### src/rtl/trg_pkg.sv
// Package for the triage store engine: record layout, operation, store,
// status and placement codes, sequencer state and default store depths.
// No dependencies.
`default_nettype none

package trg_pkg;

    localparam int STACK_DEPTH_DEF = 16;
    localparam int FIFO_DEPTH_DEF  = 16;
    localparam int RING_DEPTH_DEF  = 8;

    localparam int ID_W    = 16;
    localparam int AGE_W   = 8;
    localparam int SEV_W   = 3;
    localparam int REC_W   = ID_W + AGE_W + SEV_W;
    localparam int MODE_W  = 3;
    localparam int SEL_W   = 2;
    localparam int STAT_W  = 3;
    localparam int PLACE_W = 2;

    typedef struct packed {
        logic [ID_W-1:0]  id;
        logic [AGE_W-1:0] age;
        logic [SEV_W-1:0] sev;
    } rec_t;

    localparam logic [MODE_W-1:0] MODE_ADMIT     = 3'd0;
    localparam logic [MODE_W-1:0] MODE_POP_STACK = 3'd1;
    localparam logic [MODE_W-1:0] MODE_POP_FIFO  = 3'd2;
    localparam logic [MODE_W-1:0] MODE_POP_RING  = 3'd3;
    localparam logic [MODE_W-1:0] MODE_XFER      = 3'd4;

    localparam logic [SEL_W-1:0] SEL_NONE  = 2'd0;
    localparam logic [SEL_W-1:0] SEL_STACK = 2'd1;
    localparam logic [SEL_W-1:0] SEL_FIFO  = 2'd2;
    localparam logic [SEL_W-1:0] SEL_RING  = 2'd3;

    localparam logic [STAT_W-1:0] STATUS_OK          = 3'd0;
    localparam logic [STAT_W-1:0] STATUS_EMPTY       = 3'd1;
    localparam logic [STAT_W-1:0] STATUS_FULL        = 3'd2;
    localparam logic [STAT_W-1:0] STATUS_INVALID_DST = 3'd3;
    localparam logic [STAT_W-1:0] STATUS_INVALID_SRC = 3'd4;

    localparam logic [PLACE_W-1:0] PLACED_STACK = 2'd0;
    localparam logic [PLACE_W-1:0] PLACED_FIFO  = 2'd1;
    localparam logic [PLACE_W-1:0] PLACED_RING  = 2'd2;
    localparam logic [PLACE_W-1:0] PLACED_NONE  = 2'd3;

    localparam logic [SEV_W-1:0] THRESH_RESET = 3'd4;

    typedef enum logic {
        ST_IDLE,
        ST_EXEC
    } state_t;

    typedef struct packed {
        logic accept;
        logic fire;
    } seq_ctl_t;

endpackage

`default_nettype wire

### src/rtl/trg_ram.sv
// Generic synchronous RAM: one write port, one read port, registered read.
// No dependencies.
`default_nettype none

module trg_ram #(
    parameter int WIDTH = 8,
    parameter int DEPTH = 16
) (
    input  wire logic                     clk,
    input  wire logic                     wr_en,
    input  wire logic [$clog2(DEPTH)-1:0] wr_addr,
    input  wire logic [WIDTH-1:0]         wr_data,
    input  wire logic                     rd_en,
    input  wire logic [$clog2(DEPTH)-1:0] rd_addr,
    output logic      [WIDTH-1:0]         rd_data
);

    logic [WIDTH-1:0] mem [DEPTH];

    always_ff @(posedge clk)
    begin
        if (wr_en)
        begin
            mem[wr_addr] <= wr_data;
        end
        if (rd_en)
        begin
            rd_data <= mem[rd_addr];
        end
    end

endmodule

`default_nettype wire

### src/rtl/trg_seq.sv
// Sequencer: accept/execute state machine and output valid register.
// Depends on trg_pkg.
`default_nettype none

module trg_seq (
    input  wire logic             clk,
    input  wire logic             rst_n,
    input  wire logic             in_valid,
    output logic                  in_ready,
    output logic                  out_valid,
    input  wire logic             out_ready,
    output trg_pkg::seq_ctl_t     ctl
);

    trg_pkg::state_t state_reg;
    trg_pkg::state_t state_next;
    logic            out_valid_reg;
    logic            out_valid_next;
    logic            out_free;

    assign out_free = !out_valid_reg || out_ready;

    always_comb
    begin
        state_next = state_reg;
        unique case (state_reg)
            trg_pkg::ST_IDLE:
            begin
                if (in_valid)
                begin
                    state_next = trg_pkg::ST_EXEC;
                end
            end
            trg_pkg::ST_EXEC:
            begin
                if (out_free)
                begin
                    state_next = trg_pkg::ST_IDLE;
                end
            end
            default:
            begin
                state_next = trg_pkg::ST_IDLE;
            end
        endcase
    end

    always_comb
    begin
        in_ready   = 1'b0;
        ctl.accept = 1'b0;
        ctl.fire   = 1'b0;
        unique case (state_reg)
            trg_pkg::ST_IDLE:
            begin
                in_ready   = 1'b1;
                ctl.accept = in_valid;
            end
            trg_pkg::ST_EXEC:
            begin
                ctl.fire = out_free;
            end
            default:
            begin
                in_ready = 1'b0;
            end
        endcase
    end

    always_comb
    begin
        out_valid_next = out_valid_reg;
        if (ctl.fire)
        begin
            out_valid_next = 1'b1;
        end
        else if (out_ready)
        begin
            out_valid_next = 1'b0;
        end
    end

    always_ff @(posedge clk or negedge rst_n)
    begin
        if (!rst_n)
        begin
            state_reg     <= trg_pkg::ST_IDLE;
            out_valid_reg <= 1'b0;
        end
        else
        begin
            state_reg     <= state_next;
            out_valid_reg <= out_valid_next;
        end
    end

    assign out_valid = out_valid_reg;

endmodule

`default_nettype wire

### src/rtl/trg_core.sv
// Store pointers and counts, pop/push decisions, memory addressing and
// result registers. Depends on trg_pkg; drives the shared record RAM.
`default_nettype none

module trg_core #(
    parameter int STACK_DEPTH = trg_pkg::STACK_DEPTH_DEF,
    parameter int FIFO_DEPTH  = trg_pkg::FIFO_DEPTH_DEF,
    parameter int RING_DEPTH  = trg_pkg::RING_DEPTH_DEF,
    localparam int TOTAL      = STACK_DEPTH + FIFO_DEPTH + RING_DEPTH,
    localparam int AW         = $clog2(TOTAL),
    localparam int SCW        = $clog2(STACK_DEPTH + 1),
    localparam int FCW        = $clog2(FIFO_DEPTH + 1),
    localparam int RCW        = $clog2(RING_DEPTH + 1)
) (
    input  wire logic                          clk,
    input  wire logic                          rst_n,
    input  wire trg_pkg::seq_ctl_t             ctl,
    input  wire logic                          cfg_wr_en,
    input  wire logic [trg_pkg::SEV_W-1:0]     cfg_wr_data,
    input  wire logic [trg_pkg::MODE_W-1:0]    mode,
    input  wire logic [trg_pkg::ID_W-1:0]      record_id,
    input  wire logic [trg_pkg::AGE_W-1:0]     record_age,
    input  wire logic [trg_pkg::SEV_W-1:0]     record_severity,
    input  wire logic [1:0]                    sector_choice,
    input  wire logic [trg_pkg::SEL_W-1:0]     source_store,
    input  wire logic [trg_pkg::SEL_W-1:0]     dest_store,
    output logic                               ram_rd_en,
    output logic      [AW-1:0]                 ram_rd_addr,
    input  wire logic [trg_pkg::REC_W-1:0]     ram_rd_data,
    output logic                               ram_wr_en,
    output logic      [AW-1:0]                 ram_wr_addr,
    output logic      [trg_pkg::REC_W-1:0]     ram_wr_data,
    output logic      [trg_pkg::STAT_W-1:0]    status,
    output logic                               served_valid,
    output logic      [trg_pkg::ID_W-1:0]      served_id,
    output logic      [trg_pkg::AGE_W-1:0]     served_age,
    output logic      [trg_pkg::SEV_W-1:0]     served_severity,
    output logic      [trg_pkg::PLACE_W-1:0]   placed_store,
    output logic                               evicted_oldest,
    output logic      [SCW-1:0]                stack_count,
    output logic      [FCW-1:0]                fifo_count,
    output logic      [RCW-1:0]                ring_count
);

    localparam int SW        = $clog2(STACK_DEPTH);
    localparam int FW        = $clog2(FIFO_DEPTH);
    localparam int RW        = $clog2(RING_DEPTH);
    localparam int FIFO_BASE = STACK_DEPTH;
    localparam int RING_BASE = STACK_DEPTH + FIFO_DEPTH;

    // configuration and pointer state
    logic [trg_pkg::SEV_W-1:0] thresh_reg;
    logic [SCW-1:0]            stack_fill_reg;
    logic [SCW-1:0]            stack_fill_next;
    logic [FW-1:0]             fifo_head_reg;
    logic [FW-1:0]             fifo_head_next;
    logic [FCW-1:0]            fifo_fill_reg;
    logic [FCW-1:0]            fifo_fill_next;
    logic [RW-1:0]             ring_head_reg;
    logic [RW-1:0]             ring_head_next;
    logic [RCW-1:0]            ring_fill_reg;
    logic [RCW-1:0]            ring_fill_next;

    // latched transaction
    logic [trg_pkg::MODE_W-1:0] mode_reg;
    trg_pkg::rec_t              rec_reg;
    logic [1:0]                 sector_reg;
    logic [trg_pkg::SEL_W-1:0]  src_reg;
    logic [trg_pkg::SEL_W-1:0]  dst_reg;

    // result registers
    logic [trg_pkg::STAT_W-1:0]  status_reg;
    logic [trg_pkg::STAT_W-1:0]  status_next;
    logic                        served_valid_reg;
    logic                        served_valid_next;
    trg_pkg::rec_t               served_rec_reg;
    trg_pkg::rec_t               served_rec_next;
    logic [trg_pkg::PLACE_W-1:0] placed_reg;
    logic [trg_pkg::PLACE_W-1:0] placed_next;
    logic                        evicted_reg;
    logic                        evicted_next;

    // working values
    logic [SCW-1:0]            stack_top;
    logic [trg_pkg::SEL_W-1:0] rd_sel;
    logic [trg_pkg::SEL_W-1:0] pop_sel;
    logic                      pop_ok;
    logic [SCW-1:0]            s_fill1;
    logic [FW-1:0]             f_head1;
    logic [FCW-1:0]            f_fill1;
    logic [RW-1:0]             r_head1;
    logic [RCW-1:0]            r_fill1;
    logic [FW:0]               f_sum;
    logic [FW-1:0]             f_wr_idx;
    logic [RW:0]               r_sum;
    logic [RW-1:0]             r_wr_idx;
    logic                      push_try;
    logic [trg_pkg::SEL_W-1:0] push_sel;
    trg_pkg::rec_t             push_rec;

    assign stack_top = stack_fill_reg - SCW'(1);

    // read issue in the accept cycle
    always_comb
    begin
        rd_sel = trg_pkg::SEL_NONE;
        unique case (mode) inside
            trg_pkg::MODE_POP_STACK, trg_pkg::MODE_POP_FIFO, trg_pkg::MODE_POP_RING:
            begin
                rd_sel = mode[trg_pkg::SEL_W-1:0];
            end
            trg_pkg::MODE_XFER:
            begin
                rd_sel = source_store;
            end
            default:
            begin
                rd_sel = trg_pkg::SEL_NONE;
            end
        endcase
    end

    always_comb
    begin
        ram_rd_en   = 1'b0;
        ram_rd_addr = AW'(stack_top[SW-1:0]);
        unique case (rd_sel)
            trg_pkg::SEL_STACK:
            begin
                ram_rd_en   = ctl.accept && (stack_fill_reg != '0);
                ram_rd_addr = AW'(stack_top[SW-1:0]);
            end
            trg_pkg::SEL_FIFO:
            begin
                ram_rd_en   = ctl.accept && (fifo_fill_reg != '0);
                ram_rd_addr = AW'(FIFO_BASE) + AW'(fifo_head_reg);
            end
            trg_pkg::SEL_RING:
            begin
                ram_rd_en   = ctl.accept && (ring_fill_reg != '0);
                ram_rd_addr = AW'(RING_BASE) + AW'(ring_head_reg);
            end
            default:
            begin
                ram_rd_en = 1'b0;
            end
        endcase
    end

    // pop stage of the execute cycle
    always_comb
    begin
        pop_sel = trg_pkg::SEL_NONE;
        unique case (mode_reg) inside
            trg_pkg::MODE_POP_STACK, trg_pkg::MODE_POP_FIFO, trg_pkg::MODE_POP_RING:
            begin
                pop_sel = mode_reg[trg_pkg::SEL_W-1:0];
            end
            trg_pkg::MODE_XFER:
            begin
                pop_sel = src_reg;
            end
            default:
            begin
                pop_sel = trg_pkg::SEL_NONE;
            end
        endcase
    end

    always_comb
    begin
        pop_ok  = 1'b0;
        s_fill1 = stack_fill_reg;
        f_head1 = fifo_head_reg;
        f_fill1 = fifo_fill_reg;
        r_head1 = ring_head_reg;
        r_fill1 = ring_fill_reg;
        case (pop_sel)
            trg_pkg::SEL_STACK:
            begin
                if (stack_fill_reg != '0)
                begin
                    pop_ok  = 1'b1;
                    s_fill1 = stack_top;
                end
            end
            trg_pkg::SEL_FIFO:
            begin
                if (fifo_fill_reg != '0)
                begin
                    pop_ok  = 1'b1;
                    f_fill1 = fifo_fill_reg - FCW'(1);
                    f_head1 = (fifo_head_reg == FW'(FIFO_DEPTH - 1)) ? '0
                                                                  : fifo_head_reg + FW'(1);
                end
            end
            trg_pkg::SEL_RING:
            begin
                if (ring_fill_reg != '0)
                begin
                    pop_ok  = 1'b1;
                    r_fill1 = ring_fill_reg - RCW'(1);
                    r_head1 = (ring_head_reg == RW'(RING_DEPTH - 1)) ? '0
                                                                  : ring_head_reg + RW'(1);
                end
            end
            default:
            begin
                pop_ok = 1'b0;
            end
        endcase
    end

    // push target and record
    always_comb
    begin
        push_try = 1'b0;
        push_sel = trg_pkg::SEL_NONE;
        push_rec = rec_reg;
        if (mode_reg == trg_pkg::MODE_ADMIT)
        begin
            push_try = 1'b1;
            if (rec_reg.sev >= thresh_reg)
            begin
                push_sel = trg_pkg::SEL_STACK;
            end
            else if (sector_reg == 2'(trg_pkg::SEL_FIFO))
            begin
                push_sel = trg_pkg::SEL_FIFO;
            end
            else
            begin
                push_sel = trg_pkg::SEL_RING;
            end
        end
        else if (mode_reg == trg_pkg::MODE_XFER && pop_ok)
        begin
            push_try = 1'b1;
            push_sel = dst_reg;
            push_rec = trg_pkg::rec_t'(ram_rd_data);
        end
    end

    assign f_sum    = {1'b0, f_head1} + (FW + 1)'(f_fill1);
    assign f_wr_idx = (f_sum >= (FW + 1)'(FIFO_DEPTH)) ? FW'(f_sum - (FW + 1)'(FIFO_DEPTH))
                                                        : FW'(f_sum);
    assign r_sum    = {1'b0, r_head1} + (RW + 1)'(r_fill1);
    assign r_wr_idx = (r_sum >= (RW + 1)'(RING_DEPTH)) ? RW'(r_sum - (RW + 1)'(RING_DEPTH))
                                                        : RW'(r_sum);

    // push stage, status and next pointers
    always_comb
    begin
        stack_fill_next   = s_fill1;
        fifo_head_next    = f_head1;
        fifo_fill_next    = f_fill1;
        ring_head_next    = r_head1;
        ring_fill_next    = r_fill1;
        ram_wr_en         = 1'b0;
        ram_wr_addr       = AW'(s_fill1[SW-1:0]);
        ram_wr_data       = push_rec;
        status_next       = trg_pkg::STATUS_OK;
        placed_next       = trg_pkg::PLACED_NONE;
        evicted_next      = 1'b0;
        served_valid_next = 1'b0;
        served_rec_next   = '0;

        unique case (mode_reg) inside
            trg_pkg::MODE_POP_STACK, trg_pkg::MODE_POP_FIFO, trg_pkg::MODE_POP_RING:
            begin
                if (pop_ok)
                begin
                    served_valid_next = 1'b1;
                    served_rec_next   = trg_pkg::rec_t'(ram_rd_data);
                end
                else
                begin
                    status_next = trg_pkg::STATUS_EMPTY;
                end
            end
            trg_pkg::MODE_XFER:
            begin
                if (src_reg == trg_pkg::SEL_NONE)
                begin
                    status_next = trg_pkg::STATUS_INVALID_SRC;
                end
                else if (!pop_ok)
                begin
                    status_next = trg_pkg::STATUS_EMPTY;
                end
            end
            default:
            begin
                status_next = trg_pkg::STATUS_OK;
            end
        endcase

        if (push_try)
        begin
            case (push_sel)
                trg_pkg::SEL_STACK:
                begin
                    if (s_fill1 == SCW'(STACK_DEPTH))
                    begin
                        status_next = trg_pkg::STATUS_FULL;
                    end
                    else
                    begin
                        ram_wr_en       = ctl.fire;
                        ram_wr_addr     = AW'(s_fill1[SW-1:0]);
                        stack_fill_next = s_fill1 + SCW'(1);
                        placed_next     = trg_pkg::PLACED_STACK;
                    end
                end
                trg_pkg::SEL_FIFO:
                begin
                    if (f_fill1 == FCW'(FIFO_DEPTH))
                    begin
                        status_next = trg_pkg::STATUS_FULL;
                    end
                    else
                    begin
                        ram_wr_en      = ctl.fire;
                        ram_wr_addr    = AW'(FIFO_BASE) + AW'(f_wr_idx);
                        fifo_fill_next = f_fill1 + FCW'(1);
                        placed_next    = trg_pkg::PLACED_FIFO;
                    end
                end
                trg_pkg::SEL_RING:
                begin
                    ram_wr_en   = ctl.fire;
                    ram_wr_addr = AW'(RING_BASE) + AW'(r_wr_idx);
                    placed_next = trg_pkg::PLACED_RING;
                    if (r_fill1 == RCW'(RING_DEPTH))
                    begin
                        evicted_next   = 1'b1;
                        ring_head_next = (r_head1 == RW'(RING_DEPTH - 1)) ? '0
                                                                        : r_head1 + RW'(1);
                    end
                    else
                    begin
                        ring_fill_next = r_fill1 + RCW'(1);
                    end
                end
                default:
                begin
                    status_next = trg_pkg::STATUS_INVALID_DST;
                end
            endcase
        end
    end

    always_ff @(posedge clk or negedge rst_n)
    begin
        if (!rst_n)
        begin
            thresh_reg     <= trg_pkg::THRESH_RESET;
            stack_fill_reg <= '0;
            fifo_head_reg  <= '0;
            fifo_fill_reg  <= '0;
            ring_head_reg  <= '0;
            ring_fill_reg  <= '0;
        end
        else
        begin
            if (cfg_wr_en)
            begin
                thresh_reg <= cfg_wr_data;
            end
            if (ctl.fire)
            begin
                stack_fill_reg <= stack_fill_next;
                fifo_head_reg  <= fifo_head_next;
                fifo_fill_reg  <= fifo_fill_next;
                ring_head_reg  <= ring_head_next;
                ring_fill_reg  <= ring_fill_next;
            end
        end
    end

    always_ff @(posedge clk)
    begin
        if (ctl.accept)
        begin
            mode_reg   <= mode;
            rec_reg    <= '{id: record_id, age: record_age, sev: record_severity};
            sector_reg <= sector_choice;
            src_reg    <= source_store;
            dst_reg    <= dest_store;
        end
        if (ctl.fire)
        begin
            status_reg       <= status_next;
            served_valid_reg <= served_valid_next;
            served_rec_reg   <= served_rec_next;
            placed_reg       <= placed_next;
            evicted_reg      <= evicted_next;
        end
    end

    assign status          = status_reg;
    assign served_valid    = served_valid_reg;
    assign served_id       = served_rec_reg.id;
    assign served_age      = served_rec_reg.age;
    assign served_severity = served_rec_reg.sev;
    assign placed_store    = placed_reg;
    assign evicted_oldest  = evicted_reg;
    assign stack_count     = stack_fill_reg;
    assign fifo_count      = fifo_fill_reg;
    assign ring_count      = ring_fill_reg;

endmodule

`default_nettype wire

### src/rtl/triage_stack_fifo_ring_engine_top.sv
// Top level of the triage store engine: stack, FIFO and overwriting ring
// sharing one record RAM. Depends on trg_pkg, trg_ram, trg_seq, trg_core.
//
//   channel | handshake             | payload
//   --------+-----------------------+---------------------------------------
//   in      | in_valid / in_ready   | mode, record_*, sector_choice, *_store
//   out     | out_valid / out_ready | status, served_*, placed_store,
//           |                       | evicted_oldest, *_count
//   cfg     | cfg_wr_en             | cfg_wr_data (severity threshold)
//
// Each transaction passes through an accept cycle, which issues the RAM read,
// and an execute cycle, which writes back, updates the pointers and loads the
// result register, as the shared record RAM has a registered read.
// Reset clears pointers and counts at once; RAM contents stay undefined.
// A waiting result does not block the next accept; the execute cycle holds
// until the result register is free.
`default_nettype none

module triage_stack_fifo_ring_engine_top #(
    parameter int STACK_DEPTH = trg_pkg::STACK_DEPTH_DEF,
    parameter int FIFO_DEPTH  = trg_pkg::FIFO_DEPTH_DEF,
    parameter int RING_DEPTH  = trg_pkg::RING_DEPTH_DEF
) (
    input  wire logic                                  clk,
    input  wire logic                                  rst_n,
    input  wire logic                                  cfg_wr_en,
    input  wire logic [trg_pkg::SEV_W-1:0]             cfg_wr_data,
    input  wire logic                                  in_valid,
    output logic                                       in_ready,
    input  wire logic [trg_pkg::MODE_W-1:0]            mode,
    input  wire logic [trg_pkg::ID_W-1:0]              record_id,
    input  wire logic [trg_pkg::AGE_W-1:0]             record_age,
    input  wire logic [trg_pkg::SEV_W-1:0]             record_severity,
    input  wire logic [1:0]                            sector_choice,
    input  wire logic [trg_pkg::SEL_W-1:0]             source_store,
    input  wire logic [trg_pkg::SEL_W-1:0]             dest_store,
    output logic                                       out_valid,
    input  wire logic                                  out_ready,
    output logic      [trg_pkg::STAT_W-1:0]            status,
    output logic                                       served_valid,
    output logic      [trg_pkg::ID_W-1:0]              served_id,
    output logic      [trg_pkg::AGE_W-1:0]             served_age,
    output logic      [trg_pkg::SEV_W-1:0]             served_severity,
    output logic      [trg_pkg::PLACE_W-1:0]           placed_store,
    output logic                                       evicted_oldest,
    output logic      [$clog2(STACK_DEPTH + 1)-1:0]    stack_count,
    output logic      [$clog2(FIFO_DEPTH + 1)-1:0]     fifo_count,
    output logic      [$clog2(RING_DEPTH + 1)-1:0]     ring_count
);

    localparam int TOTAL = STACK_DEPTH + FIFO_DEPTH + RING_DEPTH;
    localparam int AW    = $clog2(TOTAL);

    trg_pkg::seq_ctl_t          ctl;
    logic                       ram_rd_en;
    logic [AW-1:0]              ram_rd_addr;
    logic [trg_pkg::REC_W-1:0]  ram_rd_data;
    logic                       ram_wr_en;
    logic [AW-1:0]              ram_wr_addr;
    logic [trg_pkg::REC_W-1:0]  ram_wr_data;

    trg_seq u_seq (
        .clk       (clk),
        .rst_n     (rst_n),
        .in_valid  (in_valid),
        .in_ready  (in_ready),
        .out_valid (out_valid),
        .out_ready (out_ready),
        .ctl       (ctl)
    );

    trg_core #(
        .STACK_DEPTH (STACK_DEPTH),
        .FIFO_DEPTH  (FIFO_DEPTH),
        .RING_DEPTH  (RING_DEPTH)
    ) u_core (
        .clk             (clk),
        .rst_n           (rst_n),
        .ctl             (ctl),
        .cfg_wr_en       (cfg_wr_en),
        .cfg_wr_data     (cfg_wr_data),
        .mode            (mode),
        .record_id       (record_id),
        .record_age      (record_age),
        .record_severity (record_severity),
        .sector_choice   (sector_choice),
        .source_store    (source_store),
        .dest_store      (dest_store),
        .ram_rd_en       (ram_rd_en),
        .ram_rd_addr     (ram_rd_addr),
        .ram_rd_data     (ram_rd_data),
        .ram_wr_en       (ram_wr_en),
        .ram_wr_addr     (ram_wr_addr),
        .ram_wr_data     (ram_wr_data),
        .status          (status),
        .served_valid    (served_valid),
        .served_id       (served_id),
        .served_age      (served_age),
        .served_severity (served_severity),
        .placed_store    (placed_store),
        .evicted_oldest  (evicted_oldest),
        .stack_count     (stack_count),
        .fifo_count      (fifo_count),
        .ring_count      (ring_count)
    );

    trg_ram #(
        .WIDTH (trg_pkg::REC_W),
        .DEPTH (TOTAL)
    ) u_ram (
        .clk     (clk),
        .wr_en   (ram_wr_en),
        .wr_addr (ram_wr_addr),
        .wr_data (ram_wr_data),
        .rd_en   (ram_rd_en),
        .rd_addr (ram_rd_addr),
        .rd_data (ram_rd_data)
    );

endmodule

`default_nettype wire

### config.mk
export PLATFORM = sky130hd
export DESIGN_NAME = triage_stack_fifo_ring_engine_top
export DESIGN_NICKNAME = d
export VERILOG_FILES = /design/src/rtl/trg_pkg.sv /design/src/rtl/trg_ram.sv /design/src/rtl/trg_seq.sv /design/src/rtl/trg_core.sv /design/src/rtl/triage_stack_fifo_ring_engine_top.sv
export SDC_FILE = /design/constraint.sdc
export NUM_CORES = 2
export LEC_CHECK = 0
export ABC_AREA = 1
export BUFFER_PORTS_ARGS = -buffer_cell sky130_fd_sc_hd__clkbuf_2
export CAP_MARGIN = 20
export CORE_AREA = 4 4 321 323
export DETAILED_ROUTE_END_ITERATION = 12
export DIE_AREA = 0 0 325 327
export GPL_TIMING_DRIVEN = 0
export PLACE_DENSITY_LB_ADDON = 0.1
export SKIP_LAST_GASP = 1
export SYNTH_ARGS = -nofsm -noshare
export SYNTH_HDL_FRONTEND = slang
export SYNTH_HIERARCHICAL = 1
export SYNTH_SLANG_ARGS = --single-unit
### constraint.sdc
create_clock -name clk -period 14.7 [get_ports clk]
set_input_delay 0 -clock clk [delete_from_list [all_inputs] [get_ports clk]]
set_output_delay 0 -clock clk [all_outputs]
set_load 0.02 [all_outputs]
==> out/metrics.cfg <==
[synth]
synth_cell_type_count = 43
synth_edf_count = 1177
synth_top_area_share_pct = 71.1
ys_seq_area_share_pct = 72.4
synth.avg_cell_area_um2 = 11.8
synth_top_cells_by_count = nand2_1 (1369), edfxtp_1 (1177), nand3_1 (761)
syn-cell-area_um2 = 49700
netlist_instances = 4229
synth_async_sr_flop_share_pct = 2.16
synthFlopType = edfxtp_1
yosysWarnings = 6
synth.most_common_cell = nand2_1
synth_largest_area_cell = edfxtp_1
ys_ff_latch = 1203
synth_nets = 4296
synthTopCellsByArea = edfxtp_1 (71%), nand2_1 (10%), nand3_1 (7.7%)

[power_and_ir_drop]
power.density_nw_per_um2 = 206
power.internal_mw = 7.00
peakVddDrop_uv = 123
power_frac_comb_pct = 41.7
p_clk_share_pct = 25.6
swShare_pct = 42.7
p_sw_mw = 5.21
seqPwrFrac_pct = 32.7
p_leak_nw = 21.9
power_mw = 12.2

[setup_path]
worst_path_most_repeated_cell = buf_4
crit_type = reg -> reg
arrival_ns = 6.26
cpMaxStageDelayCell = nor4_2
cpPeakStageDelay_ns = 0.69
cp_max_fo = 10
crit_buf_inv = 7
cp-start-kind = register
crit_chain = inv_1 -> ha_1 -> nand4_1 -> nand3_4 -> nand2_1 -> nand2_1 -> inv_1 -> ha_1 -> nand3_1 -> nor2_4 -> nand2_1 -> nand2_2 -> a21oi_1 -> clkbuf_1 -> nand4_1 -> nor4_2 -> buf_4 -> buf_4 -> buf_4 -> buf_4
worst_setup_path_end_kind = register
worst_ep_required_time_ns = 15.14
critPathTopFamily = simple AND/OR/NAND/NOR gates

[detailed_routing]
drc = 0
ant_nets = 0
vias = 35513
wl_um = 169000
drt_iter0_markers = 4822
vias_per_cell = 5.87
post_drt_wl_per_cell_um = 27.9
dr.pass1.iters = 6

[floorplanning]
rows = 116
dieArea_um2 = 106000
die_y_um = 327
start_util_pct = 49.8
die_w_um = 325
boundaryPins = 94
coreArea_um2 = 99900

[cts]
ctsResizeCount = 0
cts_tree = yes
cts_setup_buffers = 0
cts_buffers = 131
hold_buffers = 84
clk-insertion-delay-late_ns = 0.75
cts_max_level = 4
cts.sinks = 1203
root_buffer = clkbuf_16
clock_path_buffers = 3
clk_pin_slew_ns = 0.06

[timing]
tns_ns = 0
setup_viol = 0
skew_ns = 0.0332
finalHoldViolCount = 0
finalCritPeriodShare_pct = 39.6
slew_violations = 0
fin_crit_ns = 5.83
max_freq_mhz = 172
tightest_slew_ns = 1.02
grt_setup_unrepaired = false
relSlewSlack_pct = 31.6

[global_route]
grtUsageTotal_pct = 31.4
grt_max_degree = 38
grt.overflow.total = 0
grt_pass1_wl_um = 237000
grt_pass1_vias = 33116
antenna_found_initial = 9

[final_layout]
largest_register_ffs = 1080
final_util_pct = 59.3
nNetsFinal = 4711
final_area_um2 = 59200
area_delta_synth_final_pct = 19.1
drive_gt1_share_pct = 13.5
final_cells = 6046

[place]
placed_cell_area_um2 = 54300
dp_hpwl_um = 118000
portBuffers = 93
place_congestion = 0.978
numPlacedInstances = 5725

[worst_hold_path]
hp-class = in -> reg

[outcome]
status = completed

[run]
drv_cap = 0

-- worst reg2reg max path, delay by kind of cell (launching register included) --
kind                       cells  cell delay [ns]
buffers and inverters          7             1.56
adders and majority gates      2             0.42
AOI/OAI and AO/OA              1             0.45
DFF                            1             0.43
and+or+nand+nor               10             2.67
-- power groups by stage --
stage / clock [mW] / sequential (mW) / combinational [mW]
6_report: 3.13 / 3.99 / 5.09
2_1_floorplan: 0 / 4.09 / 2.64
5_1_grt: 3.31 / 3.99 / 5.36
3_5_place_dp: 0 / 4.06 / 4.92
4_1_cts: 3.16 / 3.99 / 4.95
3_3_place_gp: 0 / 4.10 / 4.77
-- path summary, 6_finish.rpt --
kind,cells after the start,to,startpoint,slack (ns)
min in group asynchronous,4,u_core/stack_count[3]$_DFFE_PN0P_,rst_n,0.38
max reg2reg,20,u_ram/mem[22][18]$_DFFE_PP_,u_core/fifo_count[0]$_DFFE_PN0P_,8.87
max,20,u_ram/mem[22][18]$_DFFE_PP_,u_core/fifo_count[0]$_DFFE_PN0P_,8.87
min,2,u_core/rec_reg[14]$_DFFE_PP_,record_id[3],0.05
max in group asynchronous,4,u_core/fifo_head_reg[3]$_DFFE_PN0P_,rst_n,14.14
min reg2reg,2,u_core/ring_count[0]$_DFFE_PN0P_,u_core/ring_count[0]$_DFFE_PN0P_,0.51
-- stage by stage --
stage                     hold WS [ns]  setup slack, ns
after CTS                      0.00523             8.97
final                           0.0450             8.87
after global placement           0.116             4.37
after global routing           0.00235             8.50
after detailed placement         0.120             8.99
after floorplan                 -0.296             8.58
-- logic make-up after synthesis --
group / share of synthesized area, %
xor+xnor: 0.174
buf+inv: 3.50
simple gates: 20.3
compound gates: 2.99
mux: 0.0226
flops: 72.4
fa+ha+maj: 0.609
-- layout make-up --
class / count / area (um2)
Antenna cell: 5 / 12.5
Fill cell: 8011 / 40600
Sequential cell: 1203 / 36000
Buffer: 246 / 1320
Multi-Input combinational cell: 2669 / 12600
Inverter: 111 / 424
Timing Repair Buffer: 282 / 3200
Clock buffer: 174 / 3600
Clock inverter: 58 / 454
Tap cell: 1298 / 1620
-- placed cells by master, fill, tap and decap left out, types with 34 or more instances in the layout --
master and n:
nand2_1 1369, nor2_1 158, nand3_1 761, clkbuf_16 138
edfxtp_1 1177, buf_4 58, clkbuf_1 95, dlygate4sd3_1 83
o21ai_0 130, buf_12 40, inv_1 96, clkbuf_2 93
buf_2 121, clkinv_1 37, nor2_4 34
-- routing by layer --
layer	wire length, um	track usage [%]	up-vias	part of all wire [%]
met3	18200	6.54	292	11
li1	-	-	15778	-
met5	0	0	-	0
met1	67900	44.3	17479	40
met4	6700	11.7	0	4.0
met2	76200	48.5	1964	45
No activity file was read; power rests on OpenSTA's default activity.
